## config.mk

```make
export PLATFORM = sky130hd
export DESIGN_NAME = state_variable_eq_section_flat
export DESIGN_NICKNAME = d
export VERILOG_FILES = /design/src/hw/rtl/sveq_pkg.sv /design/src/hw/rtl/sveq_if.sv /design/src/hw/rtl/state_variable_eq_section.sv /design/src/hw/rtl/sveq_regs.sv /design/src/hw/rtl/sveq_sequencer.sv /design/src/hw/rtl/sveq_datapath.sv /design/src/flat_wrapper.sv
export SDC_FILE = /design/constraint.sdc
export NUM_CORES = 2
export LEC_CHECK = 0
export BUFFER_PORTS_ARGS = -buffer_cell sky130_fd_sc_hd__buf_2
export CELL_PAD_IN_SITES_DETAIL_PLACEMENT = 0
export CELL_PAD_IN_SITES_GLOBAL_PLACEMENT = 1
export CORE_MARGIN = 2
export CORE_UTILIZATION = 35
export CTS_CLUSTER_SIZE = 25
export DETAILED_ROUTE_END_ITERATION = 16
export PLACE_DENSITY = 0.61
export SETUP_SLACK_MARGIN = 0.05
export SLEW_MARGIN = 20
export SYNTH_ARGS = -nofsm -noshare
export SYNTH_HDL_FRONTEND = slang
export SYNTH_SLANG_ARGS = --single-unit
```

## constraint.sdc

```tcl
create_clock -name clk -period 33.9 [get_ports clk]
set_clock_uncertainty 0.1 [all_clocks]
set_input_delay 6.78 -clock clk [delete_from_list [all_inputs] [get_ports clk]]
set_output_delay 6.78 -clock clk [all_outputs]
set_load 0.02 [all_outputs]
```

## src/hw/rtl/sveq_pkg.sv

```systemverilog
// ----------------------------------------------------------------------------
// State-variable EQ section package
// Fixed-point formats, microcode control word, configuration record and the
// saturation helpers shared by the section's modules.
// ----------------------------------------------------------------------------
package sveq_pkg;

  localparam int SAMPLE_W   = 24;
  localparam int COEF_W     = 32;
  localparam int COEF_FRAC  = 24;
  localparam int GAIN_W     = 31;
  localparam int STATE_W    = 48;
  localparam int STATE_FRAC = STATE_W - SAMPLE_W;

  localparam int MUL_B_W = ((COEF_FRAC > STATE_W - COEF_FRAC) ? COEF_FRAC
                                                              : STATE_W - COEF_FRAC) + 1;
  localparam int PROD_W  = COEF_W + MUL_B_W;
  localparam int ACC_W   = PROD_W + 3;

  localparam int N_REGS     = 7;
  localparam int REG_IDX_W  = $clog2(N_REGS);
  localparam int APB_ADDR_W = REG_IDX_W + 2;
  localparam int APB_DATA_W = 32;

  localparam logic [REG_IDX_W-1:0] REG_COEF_A0  = REG_IDX_W'(0);
  localparam logic [REG_IDX_W-1:0] REG_COEF_A1  = REG_IDX_W'(1);
  localparam logic [REG_IDX_W-1:0] REG_COEF_A2  = REG_IDX_W'(2);
  localparam logic [REG_IDX_W-1:0] REG_MIX_M0   = REG_IDX_W'(3);
  localparam logic [REG_IDX_W-1:0] REG_MIX_M1   = REG_IDX_W'(4);
  localparam logic [REG_IDX_W-1:0] REG_MIX_M2   = REG_IDX_W'(5);
  localparam logic [REG_IDX_W-1:0] REG_OUT_GAIN = REG_IDX_W'(6);

  localparam logic [COEF_W-1:0] COEF_ONE = COEF_W'(1) << COEF_FRAC;
  localparam logic [GAIN_W-1:0] GAIN_ONE = GAIN_W'(1) << COEF_FRAC;

  typedef enum logic [1:0] {
    SEQ_NEXT,
    SEQ_WAIT_IN,
    SEQ_WAIT_OUT
  } seq_op_t;

  typedef enum logic [2:0] {
    C_NONE,
    C_A0,
    C_A1,
    C_A2,
    C_M0,
    C_M1,
    C_M2,
    C_GAIN
  } coef_sel_t;

  typedef enum logic [2:0] {
    V_S0,
    V_V2,
    V_X,
    V_V0,
    V_V1,
    V_Y
  } val_sel_t;

  typedef enum logic {
    HALF_LO,
    HALF_HI
  } half_t;

  typedef enum logic [2:0] {
    ACC_HOLD,
    ACC_CLR,
    ACC_ADD,
    ACC_SET,
    ACC_S1_ADD
  } acc_op_t;

  typedef enum logic [2:0] {
    WB_NONE,
    WB_LOAD,
    WB_V2,
    WB_V0,
    WB_V1,
    WB_STATE,
    WB_Y,
    WB_OUT
  } wb_t;

  typedef struct packed {
    seq_op_t   seq;
    coef_sel_t coef;
    val_sel_t  val;
    half_t     half;
    acc_op_t   acc;
    wb_t       wb;
  } ctl_t;

  typedef struct packed {
    logic [COEF_W-1:0] a0;
    logic [COEF_W-1:0] a1;
    logic [COEF_W-1:0] a2;
    logic [COEF_W-1:0] m0;
    logic [COEF_W-1:0] m1;
    logic [COEF_W-1:0] m2;
    logic [GAIN_W-1:0] gain;
  } cfg_t;

  typedef struct packed {
    logic               clip;
    logic [STATE_W-1:0] val;
  } sat_state_t;

  typedef struct packed {
    logic                clip;
    logic [SAMPLE_W-1:0] val;
  } sat_sample_t;

  function automatic sat_state_t sat_state(input logic signed [ACC_W-1:0] a);
    sat_state_t            r;
    logic [ACC_W-STATE_W:0] hi_bits;
    hi_bits = a[ACC_W-1:STATE_W-1];
    r.clip  = !((&hi_bits) || !(|hi_bits));
    r.val   = r.clip ? {a[ACC_W-1], {(STATE_W-1){~a[ACC_W-1]}}} : a[STATE_W-1:0];
    return r;
  endfunction

  function automatic sat_sample_t sat_sample(input logic signed [ACC_W-1:0] a);
    sat_sample_t                               r;
    logic [ACC_W-STATE_FRAC-SAMPLE_W:0] hi_bits;
    hi_bits = a[ACC_W-1:STATE_FRAC+SAMPLE_W-1];
    r.clip  = !((&hi_bits) || !(|hi_bits));
    r.val   = r.clip ? {a[ACC_W-1], {(SAMPLE_W-1){~a[ACC_W-1]}}}
                     : a[STATE_FRAC+SAMPLE_W-1:STATE_FRAC];
    return r;
  endfunction

endpackage

```

## src/hw/rtl/sveq_if.sv

```systemverilog
// ----------------------------------------------------------------------------
// State-variable EQ section channels
// Valid/ready channels for the input samples and the filtered results.
// ----------------------------------------------------------------------------
interface sveq_sample_if;
  logic                                 valid;
  logic                                 ready;
  logic signed [sveq_pkg::SAMPLE_W-1:0] sample_in;

  modport source (output valid, output sample_in, input ready);
  modport sink (input valid, input sample_in, output ready);
endinterface

interface sveq_result_if;
  logic                                 valid;
  logic                                 ready;
  logic signed [sveq_pkg::SAMPLE_W-1:0] sample_out;
  logic                                 clipped;

  modport source (output valid, output sample_out, output clipped, input ready);
  modport sink (input valid, input sample_out, input clipped, output ready);
endinterface

```

## src/hw/rtl/state_variable_eq_section.sv

```systemverilog
// ----------------------------------------------------------------------------
// State-variable EQ section
// One trapezoidal state-variable filter section with output mix, gain and
// saturation, configured over an APB-style register port.
// ----------------------------------------------------------------------------
// A sample beat is accepted on the first step of a 21-step microprogram and
// its result is loaded into the output register on the last step, so a new
// sample beat waits until the program has run through. The program runs
// all sixteen half-width products of the section through one shared 32x25
// multiplier, one product per cycle, each accumulated in the next step.
// A new sample beat is accepted while the previous result still waits in the
// output register; if that result has not been taken when the next one is
// ready, the program holds on its last step until the output register frees
// up. Configuration writes are meant for idle periods; the integrator states
// reset to zero and are only cleared again by reset.
module state_variable_eq_section (
  input  logic                                clk,
  input  logic                                rst,
  input  logic                                psel,
  input  logic                                penable,
  input  logic                                pwrite,
  input  logic [sveq_pkg::APB_ADDR_W-1:0]     paddr,
  input  logic [sveq_pkg::APB_DATA_W-1:0]     pwdata,
  output logic [sveq_pkg::APB_DATA_W-1:0]     prdata,
  output logic                                pready,
  sveq_sample_if.sink                         samples,
  sveq_result_if.source                       results
);

  sveq_pkg::cfg_t cfg;
  sveq_pkg::ctl_t ctl;
  logic           out_free;

  assign out_free = !results.valid || results.ready;

  sveq_regs u_regs (
    .clk     (clk),
    .rst     (rst),
    .psel    (psel),
    .penable (penable),
    .pwrite  (pwrite),
    .paddr   (paddr),
    .pwdata  (pwdata),
    .prdata  (prdata),
    .pready  (pready),
    .cfg     (cfg)
  );

  sveq_sequencer u_sequencer (
    .clk      (clk),
    .rst      (rst),
    .in_valid (samples.valid),
    .out_free (out_free),
    .in_ready (samples.ready),
    .ctl      (ctl)
  );

  sveq_datapath u_datapath (
    .clk       (clk),
    .rst       (rst),
    .ctl       (ctl),
    .cfg       (cfg),
    .sample_in (samples.sample_in),
    .results   (results)
  );

  a_busy_after_accept: assert property (@(posedge clk) disable iff (rst)
    (samples.valid && samples.ready) |=> !samples.ready)
    else $error("sample accepted while the program was still running");

  a_out_load_free: assert property (@(posedge clk) disable iff (rst)
    (ctl.wb == sveq_pkg::WB_OUT) |-> out_free)
    else $error("result loaded over an untaken result");

  a_valid_from_load: assert property (@(posedge clk) disable iff (rst)
    $rose(results.valid) |-> $past(ctl.wb == sveq_pkg::WB_OUT))
    else $error("result valid raised without a result load");

endmodule

```

## src/hw/rtl/sveq_regs.sv

```systemverilog
// ----------------------------------------------------------------------------
// State-variable EQ section register file
// APB-style configuration registers for the coefficients, mix and gain.
// ----------------------------------------------------------------------------
module sveq_regs (
  input  logic                                clk,
  input  logic                                rst,
  input  logic                                psel,
  input  logic                                penable,
  input  logic                                pwrite,
  input  logic [sveq_pkg::APB_ADDR_W-1:0]     paddr,
  input  logic [sveq_pkg::APB_DATA_W-1:0]     pwdata,
  output logic [sveq_pkg::APB_DATA_W-1:0]     prdata,
  output logic                                pready,
  output sveq_pkg::cfg_t                      cfg
);

  logic [sveq_pkg::REG_IDX_W-1:0] idx;
  logic                           wr;

  assign idx    = paddr[sveq_pkg::APB_ADDR_W-1:2];
  assign wr     = psel && penable && pwrite;
  assign pready = 1'b1;

  always_ff @(posedge clk) begin
    if (rst) begin
      cfg.a0   <= sveq_pkg::COEF_ONE;
      cfg.a1   <= '0;
      cfg.a2   <= '0;
      cfg.m0   <= sveq_pkg::COEF_ONE;
      cfg.m1   <= '0;
      cfg.m2   <= '0;
      cfg.gain <= sveq_pkg::GAIN_ONE;
    end else if (wr) begin
      unique case (idx)
        sveq_pkg::REG_COEF_A0:  cfg.a0   <= pwdata[sveq_pkg::COEF_W-1:0];
        sveq_pkg::REG_COEF_A1:  cfg.a1   <= pwdata[sveq_pkg::COEF_W-1:0];
        sveq_pkg::REG_COEF_A2:  cfg.a2   <= pwdata[sveq_pkg::COEF_W-1:0];
        sveq_pkg::REG_MIX_M0:   cfg.m0   <= pwdata[sveq_pkg::COEF_W-1:0];
        sveq_pkg::REG_MIX_M1:   cfg.m1   <= pwdata[sveq_pkg::COEF_W-1:0];
        sveq_pkg::REG_MIX_M2:   cfg.m2   <= pwdata[sveq_pkg::COEF_W-1:0];
        sveq_pkg::REG_OUT_GAIN: cfg.gain <= pwdata[sveq_pkg::GAIN_W-1:0];
        default: ;
      endcase
    end
  end

  always_comb begin
    unique case (idx)
      sveq_pkg::REG_COEF_A0:  prdata = sveq_pkg::APB_DATA_W'(cfg.a0);
      sveq_pkg::REG_COEF_A1:  prdata = sveq_pkg::APB_DATA_W'(cfg.a1);
      sveq_pkg::REG_COEF_A2:  prdata = sveq_pkg::APB_DATA_W'(cfg.a2);
      sveq_pkg::REG_MIX_M0:   prdata = sveq_pkg::APB_DATA_W'(cfg.m0);
      sveq_pkg::REG_MIX_M1:   prdata = sveq_pkg::APB_DATA_W'(cfg.m1);
      sveq_pkg::REG_MIX_M2:   prdata = sveq_pkg::APB_DATA_W'(cfg.m2);
      sveq_pkg::REG_OUT_GAIN: prdata = sveq_pkg::APB_DATA_W'(cfg.gain);
      default:                prdata = '0;
    endcase
  end

endmodule

```

## src/hw/rtl/sveq_sequencer.sv

```systemverilog
// ----------------------------------------------------------------------------
// State-variable EQ section sequencer
// Step counter and microcode ROM that drive the shared multiply datapath.
// ----------------------------------------------------------------------------
module sveq_sequencer (
  input  logic           clk,
  input  logic           rst,
  input  logic           in_valid,
  input  logic           out_free,
  output logic           in_ready,
  output sveq_pkg::ctl_t ctl
);

  localparam int N_STEPS = 21;
  localparam int STEP_W  = $clog2(N_STEPS);

  // Fields: sequencing, coefficient, value, value half, accumulator, write-back.
  // A product issued in one step reaches the accumulator in the next step.
  localparam sveq_pkg::ctl_t ROM [N_STEPS] = '{
    '{sveq_pkg::SEQ_WAIT_IN, sveq_pkg::C_NONE, sveq_pkg::V_S0, sveq_pkg::HALF_LO,
      sveq_pkg::ACC_HOLD, sveq_pkg::WB_LOAD},
    '{sveq_pkg::SEQ_NEXT, sveq_pkg::C_A0, sveq_pkg::V_S0, sveq_pkg::HALF_LO,
      sveq_pkg::ACC_CLR, sveq_pkg::WB_V2},
    '{sveq_pkg::SEQ_NEXT, sveq_pkg::C_A0, sveq_pkg::V_S0, sveq_pkg::HALF_HI,
      sveq_pkg::ACC_ADD, sveq_pkg::WB_NONE},
    '{sveq_pkg::SEQ_NEXT, sveq_pkg::C_A1, sveq_pkg::V_V2, sveq_pkg::HALF_LO,
      sveq_pkg::ACC_ADD, sveq_pkg::WB_NONE},
    '{sveq_pkg::SEQ_NEXT, sveq_pkg::C_A1, sveq_pkg::V_V2, sveq_pkg::HALF_HI,
      sveq_pkg::ACC_ADD, sveq_pkg::WB_NONE},
    '{sveq_pkg::SEQ_NEXT, sveq_pkg::C_A1, sveq_pkg::V_S0, sveq_pkg::HALF_LO,
      sveq_pkg::ACC_ADD, sveq_pkg::WB_NONE},
    '{sveq_pkg::SEQ_NEXT, sveq_pkg::C_A1, sveq_pkg::V_S0, sveq_pkg::HALF_HI,
      sveq_pkg::ACC_S1_ADD, sveq_pkg::WB_V0},
    '{sveq_pkg::SEQ_NEXT, sveq_pkg::C_A2, sveq_pkg::V_V2, sveq_pkg::HALF_LO,
      sveq_pkg::ACC_ADD, sveq_pkg::WB_NONE},
    '{sveq_pkg::SEQ_NEXT, sveq_pkg::C_A2, sveq_pkg::V_V2, sveq_pkg::HALF_HI,
      sveq_pkg::ACC_ADD, sveq_pkg::WB_NONE},
    '{sveq_pkg::SEQ_NEXT, sveq_pkg::C_M0, sveq_pkg::V_X, sveq_pkg::HALF_LO,
      sveq_pkg::ACC_ADD, sveq_pkg::WB_NONE},
    '{sveq_pkg::SEQ_NEXT, sveq_pkg::C_M0, sveq_pkg::V_X, sveq_pkg::HALF_HI,
      sveq_pkg::ACC_SET, sveq_pkg::WB_V1},
    '{sveq_pkg::SEQ_NEXT, sveq_pkg::C_M1, sveq_pkg::V_V0, sveq_pkg::HALF_LO,
      sveq_pkg::ACC_ADD, sveq_pkg::WB_STATE},
    '{sveq_pkg::SEQ_NEXT, sveq_pkg::C_M1, sveq_pkg::V_V0, sveq_pkg::HALF_HI,
      sveq_pkg::ACC_ADD, sveq_pkg::WB_NONE},
    '{sveq_pkg::SEQ_NEXT, sveq_pkg::C_M2, sveq_pkg::V_V1, sveq_pkg::HALF_LO,
      sveq_pkg::ACC_ADD, sveq_pkg::WB_NONE},
    '{sveq_pkg::SEQ_NEXT, sveq_pkg::C_M2, sveq_pkg::V_V1, sveq_pkg::HALF_HI,
      sveq_pkg::ACC_ADD, sveq_pkg::WB_NONE},
    '{sveq_pkg::SEQ_NEXT, sveq_pkg::C_NONE, sveq_pkg::V_S0, sveq_pkg::HALF_LO,
      sveq_pkg::ACC_ADD, sveq_pkg::WB_NONE},
    '{sveq_pkg::SEQ_NEXT, sveq_pkg::C_NONE, sveq_pkg::V_S0, sveq_pkg::HALF_LO,
      sveq_pkg::ACC_CLR, sveq_pkg::WB_Y},
    '{sveq_pkg::SEQ_NEXT, sveq_pkg::C_GAIN, sveq_pkg::V_Y, sveq_pkg::HALF_LO,
      sveq_pkg::ACC_HOLD, sveq_pkg::WB_NONE},
    '{sveq_pkg::SEQ_NEXT, sveq_pkg::C_GAIN, sveq_pkg::V_Y, sveq_pkg::HALF_HI,
      sveq_pkg::ACC_ADD, sveq_pkg::WB_NONE},
    '{sveq_pkg::SEQ_NEXT, sveq_pkg::C_NONE, sveq_pkg::V_S0, sveq_pkg::HALF_LO,
      sveq_pkg::ACC_ADD, sveq_pkg::WB_NONE},
    '{sveq_pkg::SEQ_WAIT_OUT, sveq_pkg::C_NONE, sveq_pkg::V_S0, sveq_pkg::HALF_LO,
      sveq_pkg::ACC_HOLD, sveq_pkg::WB_OUT}
  };

  logic [STEP_W-1:0] step;
  logic [STEP_W-1:0] step_next;
  sveq_pkg::ctl_t    word;
  logic              advance;

  assign word = ROM[step];

  always_comb begin
    in_ready  = 1'b0;
    advance   = 1'b1;
    step_next = step + STEP_W'(1);
    unique case (word.seq)
      sveq_pkg::SEQ_NEXT: ;
      sveq_pkg::SEQ_WAIT_IN: begin
        in_ready = 1'b1;
        advance  = in_valid;
      end
      sveq_pkg::SEQ_WAIT_OUT: begin
        advance   = out_free;
        step_next = '0;
      end
      default: ;
    endcase
  end

  assign ctl = advance ? word : sveq_pkg::ctl_t'('0);

  always_ff @(posedge clk) begin
    if (rst) begin
      step <= '0;
    end else if (advance) begin
      step <= step_next;
    end
  end

endmodule

```

## src/hw/rtl/sveq_datapath.sv

```systemverilog
// ----------------------------------------------------------------------------
// State-variable EQ section datapath
// Shared 32x25 multiplier, accumulator, value registers, integrator states
// and the output register, all steered by the microcode control word.
// ----------------------------------------------------------------------------
module sveq_datapath (
  input  logic                                 clk,
  input  logic                                 rst,
  input  sveq_pkg::ctl_t                       ctl,
  input  sveq_pkg::cfg_t                       cfg,
  input  logic signed [sveq_pkg::SAMPLE_W-1:0] sample_in,
  sveq_result_if.source                        results
);

  localparam int SW = sveq_pkg::STATE_W;
  localparam int AW = sveq_pkg::ACC_W;
  localparam int PW = sveq_pkg::PROD_W;
  localparam int BW = sveq_pkg::MUL_B_W;
  localparam int CF = sveq_pkg::COEF_FRAC;

  logic signed [SW-1:0] x;
  logic signed [SW-1:0] v2;
  logic signed [SW-1:0] v0;
  logic signed [SW-1:0] v1;
  logic signed [SW-1:0] y;
  logic signed [SW-1:0] s0;
  logic signed [SW-1:0] s1;
  logic signed [AW-1:0] acc;
  logic signed [PW-1:0] prod;
  logic                 clip;

  logic signed [sveq_pkg::COEF_W-1:0] mc;
  logic signed [SW-1:0]               vsel;
  logic signed [BW-1:0]               mv;
  logic signed [PW-1:0]               p;

  sveq_pkg::sat_state_t  sat_v2;
  sveq_pkg::sat_state_t  sat_acc;
  sveq_pkg::sat_state_t  sat_s0;
  sveq_pkg::sat_state_t  sat_s1;
  sveq_pkg::sat_sample_t sat_out;

  always_comb begin
    unique case (ctl.coef)
      sveq_pkg::C_NONE: mc = '0;
      sveq_pkg::C_A0:   mc = signed'(cfg.a0);
      sveq_pkg::C_A1:   mc = signed'(cfg.a1);
      sveq_pkg::C_A2:   mc = signed'(cfg.a2);
      sveq_pkg::C_M0:   mc = signed'(cfg.m0);
      sveq_pkg::C_M1:   mc = signed'(cfg.m1);
      sveq_pkg::C_M2:   mc = signed'(cfg.m2);
      sveq_pkg::C_GAIN: mc = signed'({1'b0, cfg.gain});
      default:          mc = '0;
    endcase
  end

  always_comb begin
    unique case (ctl.val)
      sveq_pkg::V_S0: vsel = s0;
      sveq_pkg::V_V2: vsel = v2;
      sveq_pkg::V_X:  vsel = x;
      sveq_pkg::V_V0: vsel = v0;
      sveq_pkg::V_V1: vsel = v1;
      sveq_pkg::V_Y:  vsel = y;
      default:        vsel = '0;
    endcase
  end

  // The low half is unsigned and its product is floored on the way into
  // the product register, so each coefficient product is floored once.
  assign mv = (ctl.half == sveq_pkg::HALF_HI) ? BW'(signed'(vsel[SW-1:CF]))
                                             : BW'({1'b0, vsel[CF-1:0]});
  assign p  = PW'(mc) * PW'(mv);

  assign sat_v2  = sveq_pkg::sat_state(AW'(x) - AW'(s1));
  assign sat_acc = sveq_pkg::sat_state(acc);
  assign sat_s0  = sveq_pkg::sat_state((AW'(v0) <<< 1) - AW'(s0));
  assign sat_s1  = sveq_pkg::sat_state((AW'(v1) <<< 1) - AW'(s1));
  assign sat_out = sveq_pkg::sat_sample(acc);

  always_ff @(posedge clk) begin
    if (ctl.coef != sveq_pkg::C_NONE) begin
      prod <= (ctl.half == sveq_pkg::HALF_HI) ? p : (p >>> CF);
    end

    unique case (ctl.acc)
      sveq_pkg::ACC_HOLD:   ;
      sveq_pkg::ACC_CLR:    acc <= '0;
      sveq_pkg::ACC_ADD:    acc <= acc + AW'(prod);
      sveq_pkg::ACC_SET:    acc <= AW'(prod);
      sveq_pkg::ACC_S1_ADD: acc <= AW'(s1) + AW'(prod);
      default:              ;
    endcase

    unique case (ctl.wb)
      sveq_pkg::WB_NONE: ;
      sveq_pkg::WB_LOAD: begin
        x    <= SW'({sample_in, {sveq_pkg::STATE_FRAC{1'b0}}});
        clip <= 1'b0;
      end
      sveq_pkg::WB_V2: begin
        v2   <= sat_v2.val;
        clip <= clip | sat_v2.clip;
      end
      sveq_pkg::WB_V0: begin
        v0   <= sat_acc.val;
        clip <= clip | sat_acc.clip;
      end
      sveq_pkg::WB_V1: begin
        v1   <= sat_acc.val;
        clip <= clip | sat_acc.clip;
      end
      sveq_pkg::WB_STATE: begin
        clip <= clip | sat_s0.clip | sat_s1.clip;
      end
      sveq_pkg::WB_Y: begin
        y    <= sat_acc.val;
        clip <= clip | sat_acc.clip;
      end
      sveq_pkg::WB_OUT: begin
        results.sample_out <= sat_out.val;
        results.clipped    <= clip | sat_out.clip;
      end
      default: ;
    endcase
  end

  always_ff @(posedge clk) begin
    if (rst) begin
      s0            <= '0;
      s1            <= '0;
      results.valid <= 1'b0;
    end else begin
      if (ctl.wb == sveq_pkg::WB_STATE) begin
        s0 <= sat_s0.val;
        s1 <= sat_s1.val;
      end
      if (ctl.wb == sveq_pkg::WB_OUT) begin
        results.valid <= 1'b1;
      end else if (results.ready) begin
        results.valid <= 1'b0;
      end
    end
  end

endmodule
```

## src/flat_wrapper.sv

```systemverilog
// flat-port wrapper written by rule: the top's interface ports become plain ports
module state_variable_eq_section_flat 
  (clk, rst, psel, penable, pwrite, paddr, pwdata, prdata, pready, samples_valid, samples_sample_in, samples_ready, results_valid, results_sample_out, results_clipped, results_ready);
  sveq_sample_if samples_i ();
  sveq_result_if results_i ();
  input  logic clk;
  input  logic rst;
  input  logic psel;
  input  logic penable;
  input  logic pwrite;
  input  logic [sveq_pkg::APB_ADDR_W-1:0] paddr;
  input  logic [sveq_pkg::APB_DATA_W-1:0] pwdata;
  output logic [sveq_pkg::APB_DATA_W-1:0] prdata;
  output logic pready;
  input wire logic [$bits(samples_i.valid)-1:0] samples_valid;
  input wire logic [$bits(samples_i.sample_in)-1:0] samples_sample_in;
  output wire logic [$bits(samples_i.ready)-1:0] samples_ready;
  output wire logic [$bits(results_i.valid)-1:0] results_valid;
  output wire logic [$bits(results_i.sample_out)-1:0] results_sample_out;
  output wire logic [$bits(results_i.clipped)-1:0] results_clipped;
  input wire logic [$bits(results_i.ready)-1:0] results_ready;
  assign samples_i.valid = samples_valid;
  assign samples_i.sample_in = samples_sample_in;
  assign samples_ready = samples_i.ready;
  assign results_valid = results_i.valid;
  assign results_sample_out = results_i.sample_out;
  assign results_clipped = results_i.clipped;
  assign results_i.ready = results_ready;
  state_variable_eq_section u_core (.clk(clk), .rst(rst), .psel(psel), .penable(penable), .pwrite(pwrite), .paddr(paddr), .pwdata(pwdata), .prdata(prdata), .pready(pready), .samples(samples_i), .results(results_i));
endmodule
```

==> results.py <==
metrics = {
    "clock_network": {
        "tritoncts": "yes",
        "cts.htree.levels": 3,
        "cts.sinks": 684,
        "clkTransAtPathRegs_ps": 60,
        "clock_path_buffers": 3,
        "root_buffer": "clkbuf_16",
        "clock_latency_ps": 740,
        "cts_buffers": 85,
        "ctsHoldBuffers": 0,
        "post_cts_resized": 0,
        "postCtsSetupBuffers": 0,
    },
    "synthesis": {
        "synthAdderAreaFrac_pct": 30.0,
        "ys.flop_type": "edfxtp_1",
        "yosysUniqueCellTypes": 106,
        "synth_area_leader_cell": "fa_1",
        "syn-cell-area_um2": 71800,
        "ys_seq_elements": 684,
        "yosys_warnings": 0,
        "synth_simple_gate_area_share_pct": 15.0,
        "synth_edf_count": 359,
        "yosysSeqAreaShare_pct": 24.1,
        "netlist_top_cells_area": "fa_1 23%, edfxtp_1 15%, dfxtp_1 9.1%",
        "async_flop_share_pct": 0,
        "synth_top_area_share_pct": 23.0,
        "syn_avg_cell_area_um2": 8.70,
        "synthCells": 8248,
        "synth_compound_area_share_pct": 17.5,
        "synth-xor-area-share_pct": 3.44,
        "muxShareOfSynthArea_pct": 1.97,
        "syn_nets": 9542,
        "synth_top_family_by_area": "adder cells",
    },
    "status": {
        "status": "finished clean",
    },
    "global_route": {
        "grt_overflow": 0,
        "antenna_found_initial": 17,
        "grt_max_degree": 96,
        "grt_pass1_vias": 61244,
        "grt_use_total_pct": 26.3,
        "grt_pass1_wl_mm": 409,
    },
    "worst_setup_path": {
        "start_kind": "input pin",
        "path_max_fanout": 48,
        "crit_type": "in2reg",
        "crit_buf_inv": 9,
        "cp.arrival_ps": 17970,
        "cp.required_ps": 34180,
        "cpPeakStageDelay_ps": 890,
        "crit_family": "adder cells",
        "crit_top_cell": "fa_1",
        "slowest_stage": "xnor2_1",
        "crit_path_end_kind": "flop",
    },
    "die": {
        "die-area_um2": 209000,
        "core.rowCount": 166,
        "die-height_um": 457,
        "die_x_um": 457,
        "core_um2": 204000,
        "initial_core_util_pct": 35.2,
        "ios": 128,
    },
    "routing": {
        "dr.first_iter.drc_count": 5724,
        "dr.max_layer_used": "met5",
        "route.met3.wl_mm": 16.8,
        "dr_wl_met2_mm": 129,
        "ant_nets": 0,
        "drc": 0,
        "wl_per_cell_um": 25.6,
        "dr.pass1.iters": 6,
        "routed-via-count": 60472,
        "vias_per_cell": 5.55,
        "drt_wl_total_mm": 279,
        "drt-met1-wl_mm": 120,
    },
    "timing": {
        "setup_viol": 0,
        "fin_ws_ps": 16210,
        "fin_tns_setup_ps": 0,
        "hold_viol_final": 0,
        "slew_violations": 0,
        "rsz0062_at_grt": "false",
        "relSlewSlack_pct": 23.4,
        "min_period_over_period_pct": 52.2,
        "max_freq_mhz": 56.5,
        "tightest_slew_ps": 1150,
        "hold_slack_ps": 365,
        "min_period_ps": 17690,
    },
    "layout": {
        "multiInputGateArea_um2": 49200,
        "nNetsFinal": 9422,
        "fillers": 20911,
        "layout.cells.non_filler": 10891,
        "design_area_um2": 78300,
        "synthToLayoutAreaGrowth_pct": 9.10,
        "drive_above_1_share_pct": 7.64,
        "seq_area_um2": 17300,
    },
    "power_and_ir_drop": {
        "intPower_w": 0.00245,
        "p_switching_w": 0.00221,
        "p_comb_share_pct": 51.3,
        "clkPwrFrac_pct": 20.6,
        "swShare_pct": 47.5,
        "pwr-share-seq_pct": 28.1,
        "leakage_nw": 33.7,
        "power.density_nw_per_um2": 59.5,
        "vdd_drop_max_mv": 0.0732,
    },
    "place": {
        "dp_slack_ps": 15650,
        "placed_area_um2": 75400,
        "dp.cells": 10729,
        "gp_congestion": 0.904,
        "portBuffers": 124,
        "place_hpwl_mm": 206,
    },
    "job": {
        "drv_cap": 0,
    },
    "worst_hold_path": {
        "hold_path.class": "reg2reg",
    },
}
[layer usage]
layer / track usage [%] / vias up
met3: 3.37 / 446
met2: 43.2 / 2154
li1: - / 27415
met1: 34.8 / 30453
met4: 10.8 / 4
met5: 0 / -
[per-stage QoR]
stage	total power (W)	util, %
2_1_floorplan	0.00283	-
3_3_place_gp	0.00366	36.9
3_5_place_dp	0.00368	36.9
4_1_cts	0.00465	38.4
5_1_grt	0.00490	38.4
6_report	0.00466	38.4
[sequential cells by signal, summed over array words and instances, names as in the netlist]
name / flops
u_core.u_datapath.prod: 57
u_core.u_datapath.clip: 1
u_core.u_datapath.v1: 48
u_core.u_datapath.s1: 48
u_core.u_datapath.x: 24
u_core.u_datapath.results.sample_out: 24
u_core.u_regs.cfg: 223
u_core.u_datapath.v0: 48
u_core.u_sequencer.step: 5
u_core.u_datapath.v2: 48
u_core.u_datapath.y: 48
u_core.u_datapath.results.clipped: 1
u_core.u_datapath.s0: 48
u_core.u_datapath.results.valid: 1
u_core.u_datapath.acc: 60
[cells in the final DEF (no fill, tap or decap), drive strengths merged, types with 240 or more instances in the layout]
cell type and count:
nor2 697, a21o 240, fa 823, buf 280, inv 1006, ha 403
nand2 1263, edfxtp 359, o21ai 386, a21oi 631, dfxtp 325
[cells by family after synthesis]
family | count (synthesis)
mux | 121
compound gates | 1935
other cells | 1
xor+xnor | 282
simple gates | 2510
buf+inv | 1489
flops | 684
fa+ha+maj | 1226
[final cells by class]
cell class                 instances  area share, %
multi-input combinational       6075           62.8
inverter                        1002           4.80
clock buffer                     120           3.05
clock inverter                    36          0.644
tap                             2688           4.29
timing repair buffer             280           2.30
antenna                            6         0.0192
sequential                       684           22.1
[path summary, 6_finish.rpt]
path / startpoint / end / depth (start not counted) / slack, ps
max: results_ready / u_core.u_datapath.prod[31] / 36 / 16210
min: u_core.u_datapath.s0[47] / u_core.u_datapath.s0[47] / 2 / 360
max reg2reg: u_core.u_sequencer.step[1] / u_core.u_datapath.prod[31] / 40 / 20750
min reg2reg: u_core.u_datapath.s0[47] / u_core.u_datapath.s0[47] / 2 / 360
[tightest hold or removal path, stage by stage, from the launching register on]
cell and delay [ps]:
dfxtp_1 310, nand2_1 50, a21oi_1 50
[cell usage after synthesis, types with 102 or more instances]
library cell     n
edfxtp_1       359
xnor2_1        173
nor2_1         695
o21ai_0        322
a21o_1         240
buf_2          106
a21oi_1        630
nand2_1       1261
inv_1         1000
ha_1           403
a22oi_1        102
dfxtp_1        325
fa_1           823
xor2_1         109
clkbuf_1       353
[power groups by stage]
stage / registers, W / logic (W) / clock network, W
final: 0.00131 / 0.00239 / 0.000963
after global routing: 0.00132 / 0.00257 / 0.00101
after CTS: 0.00130 / 0.00237 / 0.000981
after detailed placement: 0.00132 / 0.00236 / 0
after global placement: 0.00132 / 0.00234 / 0
after floorplan: 0.00124 / 0.00160 / 0
No activity file was read; power rests on OpenSTA's default activity.
